==> src/mscu_queue.sv <==
// ---------------------------------------------------------------------------
// mscu_queue: small first-in first-out queue
// Holds items between two sides; head is shown while not empty.
// ---------------------------------------------------------------------------
module mscu_queue #(
  parameter int  WIDTH = 8,
  parameter int  DEPTH = 4,
  localparam int PW    = (DEPTH > 1) ? $clog2(DEPTH) : 1,
  localparam int CW    = $clog2(DEPTH + 1)
) (
  input  logic             clk_i,
  input  logic             rst_ni,
  input  logic             push_i,
  input  logic [WIDTH-1:0] data_i,
  input  logic             pop_i,
  output logic [WIDTH-1:0] data_o,
  output logic             empty_o,
  output logic [CW-1:0]    count_o
);

  logic [WIDTH-1:0] mem_q [DEPTH];
  logic [PW-1:0]    wr_ptr_q, wr_ptr_d, rd_ptr_q, rd_ptr_d;
  logic [CW-1:0]    count_q, count_d;
  logic             do_push, do_pop;

  assign do_pop  = pop_i && (count_q != '0);
  assign do_push = push_i && (count_q != CW'(DEPTH));

  always_comb begin
    wr_ptr_d = wr_ptr_q;
    rd_ptr_d = rd_ptr_q;
    count_d  = count_q;
    if (do_push) begin
      wr_ptr_d = (wr_ptr_q == PW'(DEPTH - 1)) ? '0 : wr_ptr_q + 1'b1;
    end
    if (do_pop) begin
      rd_ptr_d = (rd_ptr_q == PW'(DEPTH - 1)) ? '0 : rd_ptr_q + 1'b1;
    end
    if (do_push && !do_pop) begin
      count_d = count_q + 1'b1;
    end else if (do_pop && !do_push) begin
      count_d = count_q - 1'b1;
    end
  end

  always_ff @(posedge clk_i or negedge rst_ni) begin
    if (!rst_ni) begin
      wr_ptr_q <= '0;
      rd_ptr_q <= '0;
      count_q  <= '0;
    end else begin
      wr_ptr_q <= wr_ptr_d;
      rd_ptr_q <= rd_ptr_d;
      count_q  <= count_d;
    end
  end

  always_ff @(posedge clk_i) begin
    if (do_push) begin
      mem_q[wr_ptr_q] <= data_i;
    end
  end

  assign data_o  = mem_q[rd_ptr_q];
  assign empty_o = (count_q == '0);
  assign count_o = count_q;

endmodule

==> config.mk <==
export PLATFORM = sky130hd
export DESIGN_NAME = mscu_queue
export DESIGN_NICKNAME = d
export VERILOG_FILES = /design/src/mscu_queue.sv
export SDC_FILE = /design/constraint.sdc
export NUM_CORES = 1
export LEC_CHECK = 0
export BUFFER_PORTS_ARGS = -buffer_cell sky130_fd_sc_hd__buf_2
export CAP_MARGIN = 5
export CORE_ASPECT_RATIO = 1.5
export CORE_UTILIZATION = 40
export CTS_CLUSTER_SIZE = 24
export DETAILED_ROUTE_END_ITERATION = 10
export SETUP_SLACK_MARGIN = 0.15
export SYNTH_ARGS = -nofsm -noshare
export SYNTH_HDL_FRONTEND = slang
export SYNTH_SLANG_ARGS = --single-unit
==> constraint.sdc <==
create_clock -name clk_i -period 2.1 [get_ports clk_i]
set_input_delay 0.315 -clock clk_i [delete_from_list [all_inputs] [get_ports clk_i]]
set_output_delay 0.315 -clock clk_i [all_outputs]
set_load 0.02 [all_outputs]
# ---- Yosys cells after proc, flatten, opt, wreduce, memory -nomap -nowiden
# Memory sizes are Yosys's and may differ from the RTL's.
# Cells that the tools add are included.
dict set report word_totals {
  mem_count 1
  reg_bits 7
  ramBits 32
  input_bits 12
  out_inout_bits 12
}
# memory depth width rd rd_clocked_by_memory_dff write_ports line
set memory_table {}
lappend memory_table {mem_q 4 8 1 0 1 21} ;# logic [WIDTH-1:0] mem_q [DEPTH];
dict set report classes {
  reduce_logical 9
  n_mux 6
  n_addsub 4
  eq_ne 3
}
# operator count
set ops {}
lappend ops {{$mux 3} 2}
lappend ops {{$add 2x1->2 const B} 2}
lappend ops {{$eq 2x2->1 const B} 2}
lappend ops {{$logic_and 1x1->1} 4}
lappend ops {{$mux 2} 2}
lappend ops {{$add 3x1->3 const B} 1}
lappend ops {{$logic_not 3->1} 1}
lappend ops {{$ne 3x3->1 const B} 1}
lappend ops {{$reduce_bool 3->1} 1}
lappend ops {{$sub 3x1->3 const B} 1}
lappend ops {{$logic_not 1->1} 2}
lappend ops {{$mux 1} 2}
lappend ops {{$reduce_bool 2->1} 1}

# ---- Logic depth before layout (Yosys ltp)
dict set report logic_depth {
  word_depth 6
  mapped_depth 8
  mapped_depth_nobuf 8
}

# ---- Worst setup path before layout
# OpenSTA, ideal clock, no wires.
dict set report synth_path {
  kind {register to register}
  from {reg count_q[1], in the netlist count_o[1]}
  to {reg count_q[2], in the netlist count_o[2]}
  period_less_slack_ns 2.181
  stages_incl_launch_ff 9
  required_time_ns 2.020
  arrival_time_ns 2.100
  slack_ns -0.081
  path_cell_list {dfrtp_1 -> nor3_2 -> nand2b_4 -> ha_1 -> inv_1 -> fa_1 -> xor2_1 -> nor2_1 -> xor2_1}
}
dict set report synth_via {
  elab_chain_len 5
  word_cells_on_any_way 13
  cone_classes {add/sub: 2; eq/ne: 1; mux: 2; reduce/logical: 8}
}
# item line
set synth_rtl {}
lappend synth_rtl {{start, declared} 23} ;# logic [CW-1:0] count_q, count_d;
lappend synth_rtl {{start signal, assigned} 54} ;# count_q <= count_d;
lappend synth_rtl {{branches (longest 5 deep; another with $sub 3x1->3)} --}
# Parallel ways; which one is timed is not known. The select of a mux whose other input is x is not followed.
# A chain may end at the register's enable or synchronous reset.

# ---- Final worst setup path
dict set report layout_path {
  from {reg count_q[2], in the netlist count_o[2]}
  to {reg count_q[2], in the netlist count_o[2]}
}
# Same word-level chain as after synthesis.

==> impl_metrics.csv <==
group,metric,value,unit
route,detailroute.via_count,766,
setup_path,criticalPathCategory,"flip-flop to flip-flop",
setup_path,startpoint,"count_o[2]$_DFFE_PN0P_",
cells_and_area,area.sequential,1144,µm²
floorplan,num_rows,27,
route,route.detailed.wl_per_inst,15.66,µm
setup_path,cp_cell_sequence,"nor3_4, nand2b_4, ha_4, inv_2, fa_2, xor2_1, nor2_1, xor2_1",
placement,numPortBuffers,23,
logic_synthesis,combinational_family_with_the_most_area_after_synthesis,"multiplexers",
logic_synthesis,asyncSetResetFlopFracSynth,0.1795,
status,result_of_the_run,"complete, no violations",
grt,number_of_global_route_vias_before_repair,773,
route,detail_route.first_pass.iterations,4,
timing,timing.hold.ws,0.2503,ns
setup_path,crit_fanout,5,
placement,globalplace.congestion,0.6912,
timing,grt_setup_unrepaired,"yes",
setup_path,critPathLaunchType,"flip-flop",
floorplan,core_area,3750,µm²
clocking,cts_tree,"yes",
timing,fin_crit_sh,0.8826,
route,detail-route-antenna-nets,0,
setup_path,timing.critical_path.to_type,"flip-flop",
setup_path,cp_num_cells,8,
setup_path,r2r.worst_path.cells,8,
floorplan,die-height,79.74,µm
grt,overflow,0,
logic_synthesis,synth_xor_area_frac,0.01630,
timing,setup_violations,0,
timing,report.final.hold_viol_count,0,
setup_path,crit_end,"count_o[2]$_DFFE_PN0P_",
logic_synthesis,synthesized_area_fraction_occupied_by_ao_oa_aoi_and_oai_cells,0.01475,
setup_path,timing.critical_path.buf_inv,1,
logic_synthesis,syn_avg_cell_area,20.40,µm²
pwr,power.density_cell_area,1420,nW/µm²
setup_path,worst_path_most_repeated_cell,"xor2_1",
timing,clock-skew-final,0.002625,ns
pwr,static-leakage-power,0.7188,nW
route,routed_wirelength,2.412,mm
clocking,root_buffer,"clkbuf_8",
timing,maxClockFrequency,539.5,MHz
clocking,clock_path_buffers,2,
pwr,irDropWorstVdd,0.7330,mV
timing,tightestPinTransition,0.4452,ns
placement,post-dp-hpwl,1.713,mm
logic_synthesis,syn_inst,79,
timing,maxSlewHeadroom,0.7032,
setup_path,rr_endpoint,"count_o[2]$_DFFE_PN0P_",
logic_synthesis,yosys_register_bits,39,
cells_and_area,layout.cells.most_common,"edfxtp_1",
logic_synthesis,yosysSeqAreaShare,0.7050,
setup_path,worst-endpoint-required,2.30,ns
worst_hold_path,worstHoldPathType,"input pin to flip-flop",
clocking,clkLatencyLatePin,0.28,ns
grt,grt_start_max_net_pins,12,
logic_synthesis,post_synth_num_cell_types,20,
setup_path,critPathTopFamily,"simple AND/OR/NAND/NOR gates",
setup_path,master_of_the_slowest_instance_on_the_critical_path,"dfrtp_2",
cells_and_area,layout.nets,129,
timing,setup_total_negative_slack,0,ns
placement,place.detailed.instances,145,
floorplan,start_util,0.4298,
logic_synthesis,netlist_area,1612,µm²
cells_and_area,final_cell_mix,"edfxtp_1 (32), buf_2 (23), mux4_2 (8)",
setup_path,critical_path_arrival,2.05,ns
logic_synthesis,synth-simple-area-share,0.03960,
clocking,clock-sinks,39,
floorplan,ioPinCount,24,
clocking,cts_setup_buffers,0,
cells_and_area,layout-area-overhead-vs-synth,18.40,%
logic_synthesis,synth_fa_ha_area_frac,0.05901,
floorplan,die_area,4292,µm²
timing,min_period,1.853,ns
clocking,cts_buffers,5,
logic_synthesis,synthesis.yosys.warnings,0,
logic_synthesis,synth_ff_type,"edfxtp_1",
route,detail_route.vias_per_cell,4.974,
logic_synthesis,yosys-mux-area-fraction,0.1514,
grt,grt_usage,0.1355,
cells_and_area,multi_input_combinational_cell_area,478.0,µm²
grt,wire_length_of_the_first_global_routing_pass,3.891,mm
grt,antenna_violations_before_repair,0,
timing,fin_ws,0.2466,ns
cells_and_area,non_filler_instance_count_after_layout,154,
floorplan,chipWidth,53.83,µm
timing,slew_violations,0,
clocking,cts.clk_slew.worst_paths,0.07,ns
cells_and_area,drive_gt1_frac,0.4955,
route,drc_errors,0,
route,drt_iter0_drc,19,
setup_path,reg2reg_slack,0.25,ns
cells_and_area,antenna-diode-count,0,
setup_path,crit_path_max_incr_delay,0.47,ns
logic_synthesis,synth-edff-count,32,
logic_synthesis,postSynthNetCount,98,
placement,dpl_worst_slack,0.2013,ns
setup_path,regToRegStartpoint,"count_o[2]$_DFFE_PN0P_",
run,timing.max_cap.violations,0,
clocking,h-tree-depth,2,
cells_and_area,filler_cell_count,320,
-- final cells by class --
| cell class | count | share of cell area |
|---|---|---|
| clock inverters | 1 | 0.002623 |
| well taps | 43 | 0.02820 |
| multi-input cells | 35 | 0.2505 |
| inverters | 3 | 0.005902 |
| clock buffers | 7 | 0.04000 |
| repair buffers | 26 | 0.07344 |
| flip-flops and latches | 39 | 0.5993 |
-- per-layer routing --
metal	vias to the layer above	global-route usage	wire, µm
met2	18	0.2086	1241
met5	-	0	0
met4	0	0.06316	42
met3	4	0.04762	104
met1	380	0.1656	1024
li1	364	-	-
-- cells by family (layout without fill, tap and decap cells) --
family | Yosys count | in the layout
simple gates | 10 | 10
xor+xnor | 3 | 3
buf+inv | 5 | 37
compound gates | 2 | 2
mux | 13 | 13
fa+ha+maj | 7 | 7
flops | 39 | 39
-- worst min path at each step --
stage / start / endpoint / slack, ns / cells after the start
floorplan: rst_ni / count_o[0]$_DFFE_PN0P_ / 0.02 / 0
global placement: rst_ni / count_o[1]$_DFFE_PN0P_ / 0.16 / 1
detailed placement: rst_ni / wr_ptr_q[0]$_DFFE_PN0P_ / 0.16 / 1
CTS: data_i[7] / mem_q[1][7]$_DFFE_PP_ / 0.24 / 1
global route: data_i[7] / mem_q[2][7]$_DFFE_PP_ / 0.25 / 1
finish: data_i[7] / mem_q[1][7]$_DFFE_PP_ / 0.25 / 1
-- timing repair --
action / in CTS / in global routing
endpoints found under the hold margin: 7 / 0
hold buffers: 1 / 0
resized for setup: 1 / 2
endpoints found under the setup margin: 8 / 9
-- power breakdown --
group	leakage [nW]	switching (mW)	internal [mW]	total, mW
clock network	0.0422	0.235	0.233	0.468
registers	0.371	0.208	1.06	1.27
logic	0.305	0.472	0.501	0.973
-- synth_stat cells (2+ instances only) --
| master | count | area share |
|---|---|---|
| and2_1 | 3 | 0.012 |
| xor2_1 | 2 | 0.011 |
| mux2_2 | 3 | 0.021 |
| mux4_2 | 8 | 0.11 |
| mux2_4 | 2 | 0.019 |
| inv_1 | 3 | 0.0070 |
| dfrtp_1 | 7 | 0.11 |
| ha_1 | 6 | 0.047 |
| edfxtp_1 | 32 | 0.60 |
| nor2_1 | 3 | 0.0070 |
-- worst reg2reg max path, delay by kind of cell, from the launching register on --
kind | cells | cell delay, ns
XOR/XNOR | 2 | 0.30
flip-flops | 1 | 0.47
buffers and inverters | 1 | 0.03
adder cells (fa/ha/maj) | 2 | 0.46
AND/OR/NAND/NOR | 3 | 0.52
-- per-stage QoR --
step / utilization / cell area [µm²] / power [mW]
6_report: 0.5088 / 1908 / 2.710
5_1_grt: 0.5088 / 1908 / 2.901
4_1_cts: 0.5078 / 1904 / 2.753
3_5_place_dp: 0.4832 / 1812 / 2.278
3_3_place_gp: 0.4832 / 1812 / 2.252
2_1_floorplan: - / 1639 / 1.994
-- state kept, by name, indices dropped and copies added, names as in the netlist --
| name | flops |
|---|---|
| wr_ptr_q | 2 |
| mem_q | 32 |
| count_o | 3 |
| rd_ptr_q | 2 |
No activity file was read; power rests on OpenSTA's default activity.
